`src/hw/rtl/pgi_pkg.sv`:
```
// Shared constants, types and command structures of the palette gradient interpolator.
package pgi_pkg;

  localparam int PALETTE_DEPTH = 64;
  localparam int T_FRAC_BITS   = 16;
  localparam int PAL_AW        = $clog2(PALETTE_DEPTH);

  localparam int COLOUR_W  = 24;
  localparam int CHAN_W    = 8;
  localparam int LANES     = 3;
  localparam int IDX_W     = 7;
  localparam int FRAC_W    = 17;
  localparam int CTRL_W    = 16;
  localparam int COUNT_W   = 7;
  localparam int ACTION_W  = 2;

  localparam int T_W    = T_FRAC_BITS + 1;
  localparam int WGT_W  = T_W + 1;
  localparam int LA_W   = WGT_W + 1;
  localparam int LB_W   = CTRL_W + 1;
  localparam int PROD_W = LA_W + LB_W;
  localparam int ACC_W  = PROD_W + 2;

  localparam int unsigned T_ONE = 32'd1 << T_FRAC_BITS;
  localparam int BEZ_SH = T_FRAC_BITS + 4;
  localparam logic [ACC_W-1:0] BEZ_RND = (ACC_W'(1) << BEZ_SH) - ACC_W'(1);

  localparam int IA_LSB      = 0;
  localparam int IB_LSB      = IA_LSB + IDX_W;
  localparam int FT_LSB      = IB_LSB + IDX_W;
  localparam int CF_LSB      = FT_LSB + FRAC_W;
  localparam int CS_LSB      = CF_LSB + CTRL_W;
  localparam int EC_LSB      = CS_LSB + CTRL_W;
  localparam int IN_FIELDS_W = EC_LSB + COLOUR_W;
  localparam int IN_TDATA_W  = ((IN_FIELDS_W + 7) / 8) * 8;

  localparam int CFG_IDX_W  = 2;
  localparam int CFG_DATA_W = COLOUR_W;
  localparam logic [CFG_IDX_W-1:0] REG_PALETTE_COUNT  = 2'd0;
  localparam logic [CFG_IDX_W-1:0] REG_DEFAULT_COLOUR = 2'd1;
  localparam logic [COLOUR_W-1:0]  DEFAULT_COLOUR_RST = 24'hFFFFFF;

  typedef enum logic [ACTION_W-1:0] {
    ACT_WRITE, ACT_LOOKUP, ACT_LERP, ACT_BEZIER
  } action_t;

  typedef enum logic [2:0] {
    WOP_NONE, WOP_UU, WOP_TT, WOP_W0, WOP_W1, WOP_W2, WOP_W3
  } wop_t;

  typedef enum logic [2:0] {
    TERM_LERP, TERM_W0C1, TERM_W1A, TERM_W2B, TERM_W3C2
  } term_t;

  typedef enum logic [1:0] {
    ACC_HOLD, ACC_CLEAR, ACC_LOAD, ACC_ADD
  } acc_op_t;

  typedef enum logic [1:0] {
    RES_DEFAULT, RES_LOOKUP, RES_LERP, RES_BEZIER
  } res_sel_t;

  typedef enum logic [4:0] {
    ST_IDLE, ST_RD_B, ST_C2, ST_L_MUL, ST_L_ACC,
    ST_W_UU, ST_W_TT, ST_W_0, ST_W_1, ST_W_2, ST_W_3,
    ST_B_0, ST_B_1, ST_B_2, ST_B_3, ST_B_ACC, ST_FIN
  } state_t;

  typedef struct packed {
    logic     cap;
    logic     wr;
    logic     rd_sel_b;
    logic     ld_c1;
    logic     ld_c2;
    wop_t     wop;
    term_t    term;
    acc_op_t  acc_op;
    res_sel_t res_sel;
    logic     out_load;
  } cmd_t;

  typedef struct packed {
    action_t action;
    logic    invalid;
  } sts_t;

endpackage

```
`src/hw/rtl/pgi_ctrl.sv`:
```
// Controller state machine that sequences reads, weight products and channel terms.
module pgi_ctrl import pgi_pkg::*; (
  input  logic clk,
  input  logic rst_n,
  input  logic in_tvalid,
  output logic in_tready,
  output logic out_tvalid,
  input  logic out_tready,
  input  sts_t sts,
  output cmd_t cmd
);

  state_t   state_r, state_nxt;
  action_t  act_r, act_nxt;
  res_sel_t res_sel_r, res_sel_nxt;
  logic     out_valid_r, out_valid_nxt;
  logic     in_xfer;

  assign in_xfer = in_tvalid && in_tready;

  always_ff @(posedge clk) begin
    if (!rst_n) begin
      state_r     <= ST_IDLE;
      act_r       <= ACT_WRITE;
      res_sel_r   <= RES_DEFAULT;
      out_valid_r <= 1'b0;
    end else begin
      state_r     <= state_nxt;
      act_r       <= act_nxt;
      res_sel_r   <= res_sel_nxt;
      out_valid_r <= out_valid_nxt;
    end
  end

  always_comb begin
    state_nxt    = state_r;
    act_nxt      = act_r;
    res_sel_nxt  = res_sel_r;
    in_tready    = 1'b0;
    cmd.cap      = 1'b0;
    cmd.wr       = 1'b0;
    cmd.rd_sel_b = 1'b0;
    cmd.ld_c1    = 1'b0;
    cmd.ld_c2    = 1'b0;
    cmd.wop      = WOP_NONE;
    cmd.term     = TERM_LERP;
    cmd.acc_op   = ACC_HOLD;
    cmd.res_sel  = res_sel_r;
    cmd.out_load = 1'b0;

    unique case (state_r)
      ST_IDLE: begin
        in_tready = 1'b1;
        if (in_tvalid) begin
          cmd.cap = 1'b1;
          act_nxt = sts.action;
          if (sts.action == ACT_WRITE) begin
            cmd.wr = 1'b1;
          end else if (sts.invalid) begin
            res_sel_nxt = RES_DEFAULT;
            state_nxt   = ST_FIN;
          end else begin
            state_nxt = ST_RD_B;
          end
        end
      end
      ST_RD_B: begin
        cmd.ld_c1    = 1'b1;
        cmd.rd_sel_b = 1'b1;
        if (act_r == ACT_LOOKUP) begin
          res_sel_nxt = RES_LOOKUP;
          state_nxt   = ST_FIN;
        end else begin
          state_nxt = ST_C2;
        end
      end
      ST_C2: begin
        cmd.ld_c2 = 1'b1;
        state_nxt = (act_r == ACT_LERP) ? ST_L_MUL : ST_W_UU;
      end
      ST_L_MUL: begin
        cmd.term   = TERM_LERP;
        cmd.acc_op = ACC_LOAD;
        state_nxt  = ST_L_ACC;
      end
      ST_L_ACC: begin
        cmd.acc_op  = ACC_ADD;
        res_sel_nxt = RES_LERP;
        state_nxt   = ST_FIN;
      end
      ST_W_UU: begin cmd.wop = WOP_UU; state_nxt = ST_W_TT; end
      ST_W_TT: begin cmd.wop = WOP_TT; state_nxt = ST_W_0;  end
      ST_W_0:  begin cmd.wop = WOP_W0; state_nxt = ST_W_1;  end
      ST_W_1:  begin cmd.wop = WOP_W1; state_nxt = ST_W_2;  end
      ST_W_2:  begin cmd.wop = WOP_W2; state_nxt = ST_W_3;  end
      ST_W_3:  begin cmd.wop = WOP_W3; state_nxt = ST_B_0;  end
      ST_B_0: begin
        cmd.term   = TERM_W0C1;
        cmd.acc_op = ACC_CLEAR;
        state_nxt  = ST_B_1;
      end
      ST_B_1: begin
        cmd.term   = TERM_W1A;
        cmd.acc_op = ACC_ADD;
        state_nxt  = ST_B_2;
      end
      ST_B_2: begin
        cmd.term   = TERM_W2B;
        cmd.acc_op = ACC_ADD;
        state_nxt  = ST_B_3;
      end
      ST_B_3: begin
        cmd.term   = TERM_W3C2;
        cmd.acc_op = ACC_ADD;
        state_nxt  = ST_B_ACC;
      end
      ST_B_ACC: begin
        cmd.acc_op  = ACC_ADD;
        res_sel_nxt = RES_BEZIER;
        state_nxt   = ST_FIN;
      end
      ST_FIN: begin
        if (!out_valid_r || out_tready) begin
          cmd.out_load = 1'b1;
          state_nxt    = ST_IDLE;
        end
      end
      default: state_nxt = ST_IDLE;
    endcase
  end

  always_comb begin
    out_valid_nxt = out_valid_r;
    if (cmd.out_load) begin
      out_valid_nxt = 1'b1;
    end else if (out_tready) begin
      out_valid_nxt = 1'b0;
    end
  end

  assign out_tvalid = out_valid_r;

  a_no_overwrite: assert property (@(posedge clk) disable iff (!rst_n)
    cmd.out_load |-> (!out_valid_r || out_tready))
    else $error("Result register loaded while a result was still waiting.");

  a_write_one_cycle: assert property (@(posedge clk) disable iff (!rst_n)
    (in_xfer && sts.action == ACT_WRITE) |=> in_tready)
    else $error("A write transfer did not leave the block ready.");

  a_query_busy: assert property (@(posedge clk) disable iff (!rst_n)
    (in_xfer && sts.action != ACT_WRITE) |=> !in_tready)
    else $error("A query transfer did not occupy the block.");

  a_c2_after_c1: assert property (@(posedge clk) disable iff (!rst_n)
    cmd.ld_c2 |-> $past(cmd.ld_c1))
    else $error("Second palette entry latched without the first one before it.");

endmodule

```
`config.mk`:
```
export PLATFORM = sky130hd
export DESIGN_NAME = pgi_ctrl
export DESIGN_NICKNAME = d
export VERILOG_FILES = /design/src/hw/rtl/pgi_pkg.sv /design/src/hw/rtl/pgi_ctrl.sv
export SDC_FILE = /design/constraint.sdc
export NUM_CORES = 1
export LEC_CHECK = 0
export BUFFER_PORTS_ARGS = -buffer_cell sky130_fd_sc_hd__buf_2
export CORE_MARGIN = 2
export CORE_UTILIZATION = 48
export DETAILED_ROUTE_END_ITERATION = 6
export PLACE_DENSITY = 0.77
export SLEW_MARGIN = 10
export SYNTH_ARGS = -nofsm -noshare
export SYNTH_HDL_FRONTEND = slang
export SYNTH_SLANG_ARGS = --single-unit
```
`constraint.sdc`:
```
create_clock -name clk -period 1.86 [get_ports clk]
set_clock_uncertainty 0.15 [all_clocks]
set_input_delay 0.093 -clock clk [delete_from_list [all_inputs] [get_ports clk]]
set_output_delay 0.093 -clock clk [all_outputs]
set_load 0.02 [all_outputs]
```
* After elaboration in Yosys (flattened, before gate mapping) *
Cells that the tools add are included.

storage, ports and cells
  bits in registers = 10
  output and inout bits = 18

operators by class
  equality and inequality tests = 23
  muxes and demuxes = 25
  reduce and logical (&&, ||, !) cells = 11

operator list
  cell                  number
  $pmux W5 S16          1
  $eq A5 B4 Y1 const B  8
  $mux W5               5
  $eq A5 B3 Y1 const B  4
  $pmux W3 S6           1
  $mux W2               7
  $pmux W3 S4           1
  $eq A5 B2 Y1 const B  2
  $ne A2 B2 Y1 const B  5
  $pmux W2 S4           1
  $mux W1               7
  $pmux W2 S3           1
  $eq A5 B1 Y1 const B  1
  $eq A5 B5 Y1 const B  1
  $logic_not A5 Y1      1
  $reduce_and A5 Y1     1
  $reduce_or A5 Y1      1
  $reduce_bool A4 Y1    1
  $mux W3               1
  $reduce_and A3 Y1     1
  $eq A2 B1 Y1 const B  1
  $eq A2 B2 Y1 const B  1
  $logic_not A2 Y1      1
  $reduce_and A2 Y1     1
  4 further kinds       4

* Depth between registers and ports, before layout *
Gate-level depths: netlist of run 1.

  depth after elaboration = 5
  gate-level depth with buffers = 6
  depth with buffers taken out = 4

* Worst setup path after synthesis of run 1 *
Ideal clock, no wire load.

  kind = reg-to-reg
  start = register state_r[3]
  end = register state_r[1]
  setup time = 0.058 ns
  data arrival time = 1.593 ns
  data required time = 1.652 ns
  slack = 0.059 ns
  cell stages (with the launch flop) = 6
  path buffers = 1
  clock period less this slack = 1.801 ns
  path through = dfxtp_1 > buf_6 > or4_4 > nor2_1 > o21a_1 > o21a_1

between the ends
  word-level cells in the longest chain between the ends = 3
  elaborated cells on any way between the ends = 23
  classes of those cells = 19 x eq/ne; 1 x mux; 3 x reduce/logical

RTL lines
  item                                                                      RTL line        source
  from (decl)                                                               pgi_ctrl.sv:13  state_t state_r, state_nxt;
  from (signal assigned)                                                    pgi_ctrl.sv:28  state_r <= state_nxt;
  $eq A5 B4 Y1, or another cell as far along                                pgi_ctrl.sv:51  unique case (state_r)
  $reduce_or A2 Y1 (no source line) / $ne A2 B2 Y1 (equally long branches)  n/a
  $pmux W5 S16 / $reduce_and A3 Y1 (equally long branches)                  n/a

Parallel ways exist; a longest one is shown, timed or not.
A chain may end at the register's enable or synchronous reset.

==> results of run 1 <==
## worst register-to-register path, cell delays in order, from the launching register on
cell                      delay [ns]
sky130_fd_sc_hd__dfxtp_1        0.35
sky130_fd_sc_hd__or4_4          0.59
sky130_fd_sc_hd__o31ai_2        0.25
sky130_fd_sc_hd__or2_1          0.18
sky130_fd_sc_hd__nor3_1         0.07
## synthesized netlist by cell type (2+ instances only)
cell / count / area (µm²)
sky130_fd_sc_hd__a21oi_1: 5 / 25.0
sky130_fd_sc_hd__buf_1: 2 / 7.51
sky130_fd_sc_hd__buf_2: 2 / 10.0
sky130_fd_sc_hd__buf_4: 2 / 15.0
sky130_fd_sc_hd__clkbuf_1: 3 / 11.3
sky130_fd_sc_hd__dfxtp_1: 10 / 200
sky130_fd_sc_hd__inv_1: 4 / 15.0
sky130_fd_sc_hd__mux2i_1: 3 / 30.0
sky130_fd_sc_hd__nand2_1: 4 / 15.0
sky130_fd_sc_hd__nand3_1: 6 / 30.0
sky130_fd_sc_hd__nor2_1: 17 / 63.8
sky130_fd_sc_hd__nor2b_1: 3 / 18.8
sky130_fd_sc_hd__nor3_1: 9 / 45.0
sky130_fd_sc_hd__o21a_1: 3 / 22.5
sky130_fd_sc_hd__o21ai_0: 3 / 15.0
sky130_fd_sc_hd__or3_1: 2 / 12.5
sky130_fd_sc_hd__xnor2_1: 2 / 17.5
## per-stage QoR
| stage | cells | setup WS, ns | utilization (%) | hold WS [ns] | TNS (ns) |
|---|---|---|---|---|---|
| after global placement | 139 | 0.169 | 59.8 | 0.214 | 0 |
| after global routing | 145 | -0.00421 | 65.7 | 0.0545 | -0.00769 |
| after floorplan | 101 | 0.0591 | - | 0.0605 | 0 |
| final | 145 | 0.0374 | 65.7 | 0.0312 | 0 |
| after CTS | 145 | 0.00906 | 63.9 | 0.0314 | 0 |
| after detailed placement | 139 | 0.143 | 59.8 | 0.233 | 0 |
## flip-flops by register name, indices dropped and copies added, names as in the netlist
register / flops
state_r: 5
act_r: 2
res_sel_r: 2
out_tvalid: 1
## repair_timing
action | 4_1_cts | 5_1_grt
resized for setup | 2 | 8
hold buffers | 3 | 0
hold endpoints to repair | 6 | 0
setup endpoints to repair | 3 | 9
pin swaps | 0 | 0
## logic make-up (layout without fill, tap and decap cells)
kind of cell	after synthesis	in the layout
AOI/OAI and AO/OA	22	22
xor gates and xnor gates	3	3
buffers and inverters	14	42
DFF	10	10
muxes	3	3
and+or+nand+nor	49	49
## layout make-up
cell class	count	area share (%)
Timing Repair Buffer	35	22.3
Sequential cell	10	21.1
Multi-Input combinational cell	77	50.3
Tap cell	16	2.07
Clock buffer	3	2.33
Inverter	4	1.94
## final timing paths
check            endpoint  slack (ns)  depth (start not counted)
max               cmd[12]        0.04                          3
min            state_r[4]        0.03                          4
max reg2reg    state_r[2]        0.16                          4
min reg2reg  res_sel_r[0]        0.31                          2
## per-layer routing
metal / GRT usage (%) / share of wire (%)
met5: 0 / 0
met2: 35.2 / 46
met3: 5.96 / 4.8
met4: 18.2 / 4.1
met1: 24.6 / 45
## where the power goes
group / internal (mW) / leakage, nW / switching, mW
Combinational: 0.132 / 0.352 / 0.164
Sequential: 0.232 / 0.0829 / 0.0245
Clock: 0.0749 / 0.0138 / 0.0770
==> results.sh, run 1 <==
export IMPL_outcome="finished, final reports clean"
export IMPL_multi_input_area_um2=487
export IMPL_total_power_mw=0.704
export IMPL_gr_total_overflow=0
export IMPL_num_io_pins=25
export IMPL_cap_violations=0
export IMPL_worst_r2r_startpoint="state_r[4]"
export IMPL_syn_area_per_cell_um2=7.27
export IMPL_drt_first_iter_violations=16
export IMPL_flow_area_growth_from_synthesis_pct=31.7
export IMPL_hold_path_startpoint="out_tready"
export IMPL_mostFrequentLayoutCell="sky130_fd_sc_hd__buf_2"
export IMPL_postSynthRegisterBits=10
export IMPL_grt_antenna_before_repair=0
export IMPL_routed_wl_um=1870
export IMPL_floorplan_rows=14
export IMPL_critPathSlowestCell="sky130_fd_sc_hd__or4_4"
export IMPL_global_route_usage_total_pct=22.3
export IMPL_dpl_hpwl_um=1360
export IMPL_yosys_area_share_adder_pct=0
export IMPL_number_of_enable_flip_flop_cells_after_synthesis=0
export IMPL_placeableCoreArea_um2=1470
export IMPL_period_minus_slack_ns=1.82
export IMPL_post_cts_buffers=0
export IMPL_synth_seq_area_share_pct=27.3
export IMPL_worst_setup_path_startpoint="state_r[4]"
export IMPL_share_of_layout_cells_above_drive_strength_1_pct=36.4
export IMPL_vdd_ir_drop_worst_mv=0.549
export IMPL_synth_simple_gate_area_share_pct=33.4
export IMPL_worstSetupPathType="reg2out"
export IMPL_drtPass1Iterations=4
export IMPL_port_buffers=24
export IMPL_finalHoldViolations=0
export IMPL_power_density_nw_per_um2=728
export IMPL_hold_path_class="in2reg"
export IMPL_worst_slew_pin_slew_ns=0.334
export IMPL_post_synth_num_cell_types=38
export IMPL_antenna_left=0
export IMPL_stdcell_area_um2=967
export IMPL_clock_tree_htree_level_count=1
export IMPL_tritoncts="built"
export IMPL_max_freq_mhz=549
export IMPL_syn_num_nets=108
export IMPL_detailed_route_drc_error_count=0
export IMPL_slew_violations=0
export IMPL_dominantRegCellSynth="sky130_fd_sc_hd__dfxtp_1"
export IMPL_min_period_over_period_pct=98.0
export IMPL_mostFrequentLayoutCells="sky130_fd_sc_hd__buf_2, sky130_fd_sc_hd__nor2_1, sky130_fd_sc_hd__buf_4"
export IMPL_critPathLaunchType="flip-flop"
export IMPL_via_count_of_the_first_global_routing_pass=733
export IMPL_final_weighted_congestion_of_routability_driven_global_placement=0.825
export IMPL_rsz0062_at_grt="true"
export IMPL_power_static_leakage_nw=0.449
export IMPL_die_h_um=43.1
export IMPL_syn_instance_count=101
export IMPL_nNetsFinal=138
export IMPL_max_slew_margin_rel_pct=77.5
export IMPL_synthesis_yosys_warnings=0
export IMPL_n_antenna_cell=0
export IMPL_worstPathMaxFanout=5
export IMPL_synth_mux_area_fraction_pct=4.09
export IMPL_latest_clock_arrival_within_the_worst_skew_pair_ns=0.27
export IMPL_timing_critical_path_to_type="output port"
export IMPL_path_clk_slew_ns=0.06
export IMPL_synth_cell_area_um2=734
export IMPL_cts_buffer_depth=2
export IMPL_cp_data_arrival_time_ns=1.58
export IMPL_synth_top_family_by_area="simple AND/OR/NAND/NOR gates"
export IMPL_vias=805
export IMPL_crit_path_max_incr_delay_ns=0.59
export IMPL_wire_per_inst_um=12.9
export IMPL_die_width_um=43.1
export IMPL_cts_buffers=3
export IMPL_synth_async_reset_ratio_pct=0
export IMPL_synth_xor_area_share_pct=3.58
export IMPL_path_buf_inv=1
export IMPL_vias_per_cell=5.55
export IMPL_fillers=131
export IMPL_die_footprint_um2=1860
export IMPL_kind_of_cell_with_the_highest_combined_delay_on_the_critical_path="simple AND/OR/NAND/NOR gates"
export IMPL_postPlaceCellArea_um2=880
export IMPL_clockRootBuffer="sky130_fd_sc_hd__clkbuf_4"
export IMPL_timing_critical_path_cells="or4_4 -> nor2_2 -> buf_4"
export IMPL_worstPathRequired_ns=1.62
export IMPL_grt_first_pass_wirelength_um=3050
export IMPL_floorplan_initialDensity_pct=49.9
export IMPL_synth_compound_area_share_pct=22.1
export IMPL_seqCellArea_um2=204
export IMPL_tritoncts_num_sinks=10
export IMPL_setup_viol=0
export IMPL_grt_max_degree=13
No activity file was read; power rests on OpenSTA's default activity.
==> run 2: changes to the inputs <==
--- a/config.mk
+++ b/config.mk
@@ -6,11 +6,13 @@
 export NUM_CORES = 1
 export LEC_CHECK = 0
 export BUFFER_PORTS_ARGS = -buffer_cell sky130_fd_sc_hd__buf_2
+export CELL_PAD_IN_SITES_DETAIL_PLACEMENT = 0
+export CELL_PAD_IN_SITES_GLOBAL_PLACEMENT = 1
 export CORE_MARGIN = 2
-export CORE_UTILIZATION = 48
+export CORE_UTILIZATION = 33
 export DETAILED_ROUTE_END_ITERATION = 6
-export PLACE_DENSITY = 0.77
-export SLEW_MARGIN = 10
+export PLACE_DENSITY_LB_ADDON = 0.1
+export SLEW_MARGIN = 30
 export SYNTH_ARGS = -nofsm -noshare
 export SYNTH_HDL_FRONTEND = slang
 export SYNTH_SLANG_ARGS = --single-unit
==> run 2 against run 1 <==
Compared with the run above: register-to-register slack worse by 0.07 ns; combinational power down 4%; hold slack worse by 0.020 ns; utilization fell by 21 points; routed wire length grew 3.5%; fmax up 1.4%; non-clock buffer count is 2 lower; critical path type unchanged; largest power group unchanged; highest routed layer unchanged.
==> results.sh, run 2 (same netlist as run 1, synthesis figures left out) <==
export IMPL_power_share_clock_pct=21.0
export IMPL_gr_total_overflow=0
export IMPL_path_clk_slew_ns=0.06
export IMPL_worst_r2r_startpoint="state_r[3]"
export IMPL_die_footprint_um2=2620
export IMPL_vias_per_cell=5.03
export IMPL_dpl_hpwl_um=1370
export IMPL_hold_path_startpoint="out_tready"
export IMPL_cp_data_arrival_time_ns=1.55
export IMPL_cts_buffers=3
export IMPL_die_h_um=51.2
export IMPL_grt_max_degree=13
export IMPL_largest_register_ff_count=5
export IMPL_latest_clock_arrival_within_the_worst_skew_pair_ns=0.27
export IMPL_antenna_left=0
export IMPL_registers_top_by_ff_count="state_r"
export IMPL_worstPathMaxFanout=7
export IMPL_detailed_route_drc_error_count=0
export IMPL_placeableCoreArea_um2=2150
export IMPL_n_antenna_cell=0
export IMPL_nNetsFinal=136
export IMPL_die_width_um=51.2
export IMPL_dp_cells=149
export IMPL_tritoncts_num_sinks=10
export IMPL_max_freq_mhz=556
export IMPL_port_buffers=24
export IMPL_worstSetupPathType="reg2out"
export IMPL_rr_worst_depth=4
export IMPL_post_layout_nonfiller_instances=155
export IMPL_postPlaceCellArea_um2=880
export IMPL_critPathLaunchType="flip-flop"
export IMPL_hold_path_class="in2reg"
export IMPL_mostFrequentLayoutCell="sky130_fd_sc_hd__buf_2"
export IMPL_grt_antenna_before_repair=0
export IMPL_clock_tree_htree_level_count=1
export IMPL_setup_viol=0
export IMPL_slew_violations=0
export IMPL_global_route_usage_total_pct=16.2
export IMPL_power_density_nw_per_um2=717
export IMPL_clockRootBuffer="sky130_fd_sc_hd__clkbuf_4"
export IMPL_finalHoldViolations=0
export IMPL_p_int_mw=0.428
export IMPL_share_of_layout_cells_above_drive_strength_1_pct=35.4
export IMPL_setup_reg_to_reg_worst_slack_ns=0.09
export IMPL_num_io_pins=25
export IMPL_max_slew_margin_rel_pct=77.7
export IMPL_flow_area_growth_from_synthesis_pct=30.2
export IMPL_worst_setup_path_startpoint="state_r[3]"
export IMPL_worstPathRequired_ns=1.62
export IMPL_p_comb_share_pct=41.5
export IMPL_mostFrequentLayoutCells="sky130_fd_sc_hd__buf_2, sky130_fd_sc_hd__nor2_1, sky130_fd_sc_hd__nor3_1"
export IMPL_drt_first_iter_violations=10
export IMPL_final_weighted_congestion_of_routability_driven_global_placement=0.759
export IMPL_vdd_ir_drop_worst_mv=0.363
export IMPL_post_cts_buffers=0
export IMPL_floorplan_rows=17
export IMPL_p_sw_mw=0.258
export IMPL_timing_rr_end="state_r[2]"
export IMPL_power_static_leakage_nw=0.436
export IMPL_period_minus_slack_ns=1.80
export IMPL_share_seq_of_total_power_pct=37.5
export IMPL_routed_wl_um=1930
export IMPL_grt_first_pass_wirelength_um=3180
export IMPL_wire_per_inst_um=12.5
export IMPL_min_period_over_period_pct=96.7
export IMPL_tritoncts="built"
export IMPL_fin_setup_tns_ns=0
export IMPL_layout_top_registers="state_r (5), act_r (2), res_sel_r (2)"
export IMPL_outcome="finished, final reports clean"
export IMPL_netSwitchingFraction_pct=37.6
export IMPL_via_count_of_the_first_global_routing_pass=747
export IMPL_drtPass1Iterations=2
export IMPL_timing_critical_path_to_type="output port"
export IMPL_cts_buffer_depth=2
export IMPL_holdPathEnd="state_r[4]"
export IMPL_worst_slew_pin_slew_ns=0.332
export IMPL_timing_hold_worst_path_depth=4
export IMPL_vias=780
export IMPL_floorplan_initialDensity_pct=34.2
export IMPL_cap_violations=0
export IMPL_stdcell_area_um2=956
-- run 2: repair_timing --
item / in CTS / in global routing
hold buffers: 3 / 0
resized for setup: 1 / 7
endpoints found under the hold margin: 6 / 0
setup endpoints to repair: 2 / 6
gates cloned: 0 / 0
-- run 2: how the worst max path moves through the flow --
stage | end | slack, ns | cells past startpoint
2_1_floorplan | state_r[1] | 0.06 | 5
3_3_place_gp | res_sel_r[0] | 0.16 | 5
3_5_place_dp | state_r[0] | 0.14 | 4
4_1_cts | cmd[9] | 0.007 | 6
5_1_grt | cmd[14] | -0.006 | 4
6_report | cmd[12] | 0.06 | 3
-- run 2: area by class of cell --
class	instances	area, µm²
clock buffer	3	22.5
fill	234	1190
inverter	4	15.0
multi-input combinational	77	483
sequential	10	205
tap	28	35.0
timing repair buffer	33	195
-- run 2: stage by stage --
stage | utilization, % | hold WS (ns) | setup slack (ns) | power, mW
after floorplan | - | 0.0605 | 0.0591 | 0.461
after global placement | 40.9 | 0.222 | 0.161 | 0.532
after detailed placement | 40.9 | 0.223 | 0.140 | 0.528
after CTS | 43.4 | 0.0149 | 0.00694 | 0.680
after global routing | 44.5 | 0.0358 | -0.00575 | 0.732
final | 44.5 | 0.0112 | 0.0621 | 0.686
-- run 2: critical path, cell delays in order, from the launching register on --
cell and delay [ns]:
sky130_fd_sc_hd__dfxtp_1 0.39, sky130_fd_sc_hd__or4_4 0.59, sky130_fd_sc_hd__nor2_2 0.13, sky130_fd_sc_hd__buf_2 0.18
-- run 2: metal layers --
layer  up-vias  GRT usage, %  share of wire, %
met5         -             0                 0
met4         0          5.86               2.0
met3         4          6.43               4.3
met2        15          25.5                46
met1       355          19.7                47
li1        406             -                 -
-- run 2: power by group through the flow --
stage	Sequential [mW]	Clock [mW]	Combinational, mW
CTS	0.255	0.149	0.276
finish	0.257	0.144	0.285
detailed placement	0.260	0	0.268
global route	0.260	0.160	0.312
global placement	0.259	0	0.273
floorplan	0.252	0	0.209
==> run 3: changes to the inputs <==
==> constraint.sdc (replaced) <==
create_clock -name clk -period 1.85 [get_ports clk]
set_clock_uncertainty 0.15 [all_clocks]
set_input_delay 0.0925 -clock clk [delete_from_list [all_inputs] [get_ports clk]]
set_output_delay 0.0925 -clock clk [all_outputs]
set_load 0.02 [all_outputs]
==> run 3 against run 2 <==
Compared with the run above: sequential power about the same; clock-buffer cell count unchanged; hold slack got worse by 0.00088 ns; routed wire length decreased by 0.26%; highest routed layer unchanged; critical path depth increased by 1; register-to-register slack about the same; cell count unchanged.
==> results.sh, run 3 (same netlist as run 1, synthesis figures left out) <==
export IMPL_outcome="finished, final reports clean"
export IMPL_via_count_of_the_first_global_routing_pass=747
export IMPL_final_critical_path_setup_slack_ns=0.0519
export IMPL_min_period_over_period_pct=97.2
export IMPL_latest_clock_arrival_within_the_worst_skew_pair_ns=0.27
export IMPL_cts_buffers=3
export IMPL_floorplan_rows=17
export IMPL_critPathSlowestCell="sky130_fd_sc_hd__dfxtp_1"
export IMPL_dp_cells=149
export IMPL_n_antenna_cell=0
export IMPL_die_h_um=51.2
export IMPL_mostFrequentLayoutCells="sky130_fd_sc_hd__buf_2, sky130_fd_sc_hd__nor2_1, sky130_fd_sc_hd__nor3_1"
export IMPL_global_route_usage_total_pct=16.2
export IMPL_crit_path_max_incr_delay_ns=0.36
export IMPL_grt_antenna_before_repair=0
export IMPL_die_width_um=51.2
export IMPL_worst_hold_slack_ns=0.0103
export IMPL_cts_buffer_depth=2
export IMPL_max_slew_margin_rel_pct=78.5
export IMPL_wire_per_inst_um=12.4
export IMPL_clock_tree_htree_level_count=1
export IMPL_vias_per_cell=5.05
export IMPL_detailed_route_drc_error_count=0
export IMPL_clockRootBuffer="sky130_fd_sc_hd__clkbuf_4"
export IMPL_vdd_ir_drop_worst_mv=0.362
export IMPL_placeableCoreArea_um2=2150
export IMPL_pre_cts_slack_ns=0.130
export IMPL_floorplan_initialDensity_pct=34.2
export IMPL_worstSetupPathType="reg2out"
export IMPL_worstPathMaxFanout=5
export IMPL_post_cts_buffers=0
export IMPL_power_static_leakage_nw=0.433
export IMPL_drt_first_iter_violations=10
export IMPL_post_layout_nonfiller_instances=155
export IMPL_largest_register_ff_count=5
export IMPL_dpl_hpwl_um=1370
export IMPL_cap_violations=0
export IMPL_finalHoldViolations=0
export IMPL_finish_utilization_pct=44.3
export IMPL_tritoncts="built"
export IMPL_nNetsFinal=136
export IMPL_routed_wl_um=1930
export IMPL_setup_viol=0
export IMPL_layout_top_registers="state_r (5), act_r (2), res_sel_r (2)"
export IMPL_num_io_pins=25
export IMPL_worstPathRequired_ns=1.61
export IMPL_path_clk_slew_ns=0.06
export IMPL_final_weighted_congestion_of_routability_driven_global_placement=0.759
export IMPL_hold_path_class="in2reg"
export IMPL_worst_slew_pin_slew_ns=0.319
export IMPL_drtPass1Iterations=2
export IMPL_grt_first_pass_wirelength_um=3180
export IMPL_vias=783
export IMPL_power_density_nw_per_um2=721
export IMPL_slew_violations=0
export IMPL_registers_top_by_ff_count="state_r"
export IMPL_fin_setup_tns_ns=0
export IMPL_share_of_layout_cells_above_drive_strength_1_pct=35.4
export IMPL_cp_data_arrival_time_ns=1.56
export IMPL_die_footprint_um2=2620
export IMPL_gr_total_overflow=0
export IMPL_critPathLaunchType="flip-flop"
export IMPL_port_buffers=24
export IMPL_grt_max_degree=13
export IMPL_max_freq_mhz=556
export IMPL_tritoncts_num_sinks=10
export IMPL_flow_area_growth_from_synthesis_pct=29.6
export IMPL_mostFrequentLayoutCell="sky130_fd_sc_hd__buf_2"
export IMPL_antenna_left=0
export IMPL_timing_critical_path_to_type="output port"
export IMPL_timing_critical_path_cells="nor4_2 -> nand3_1 -> nor3_1 -> buf_2"
export IMPL_period_minus_slack_ns=1.80
-- run 3: report_power, final --
part / total (mW) / switching [mW] / internal [mW]
Combinational: 0.283 / 0.162 / 0.122
Sequential: 0.258 / 0.0255 / 0.232
Clock: 0.145 / 0.0699 / 0.0749
Total: 0.686 / 0.257 / 0.429
-- run 3: area by class of cell --
cell class / count / area (µm²)
clock buffers: 3 / 22.5
flip-flops and latches: 10 / 206
inverters: 4 / 15.0
well taps: 28 / 35.0
repair buffers: 33 / 195
fillers: 237 / 1200
multi-input cells: 77 / 478
-- run 3: per-stage QoR --
stage	power (mW)	cell area, µm²
global route	0.733	952
global placement	0.535	880
detailed placement	0.531	880
finish	0.686	952
CTS	0.683	935
floorplan	0.464	734
-- run 3: final timing paths --
kind / cells past startpoint / end / from / slack (ns)
setup / recovery: 4 / cmd[14] / state_r[4] / 0.05
hold / removal: 4 / state_r[4] / out_tready / 0.01
setup reg to reg: 4 / state_r[2] / state_r[4] / 0.09
hold reg to reg: 2 / res_sel_r[0] / res_sel_r[0] / 0.31
-- run 3: timing repair --
action	4_1_cts	5_1_grt
setup endpoints to repair	3	6
cloned	0	0
hold endpoints to repair	6	0
resized for setup	2	6
hold buffers	3	0
-- run 3: layer usage --
metal  global-route usage [%]  vias up  part of all wire, %
li1                         -      407                    -
met1                     19.7      357                   47
met2                     25.5       15                   46
met3                     6.43        4                  4.3
met4                     5.86        0                  2.0
met5                        0        -                    0
-- run 3: worst max-delay path: cells and delay by family (launching register included) --
| family | cells | cell delay, ns |
|---|---|---|
| simple gates | 3 | 0.74 |
| flops | 1 | 0.36 |
| buf+inv | 1 | 0.19 |
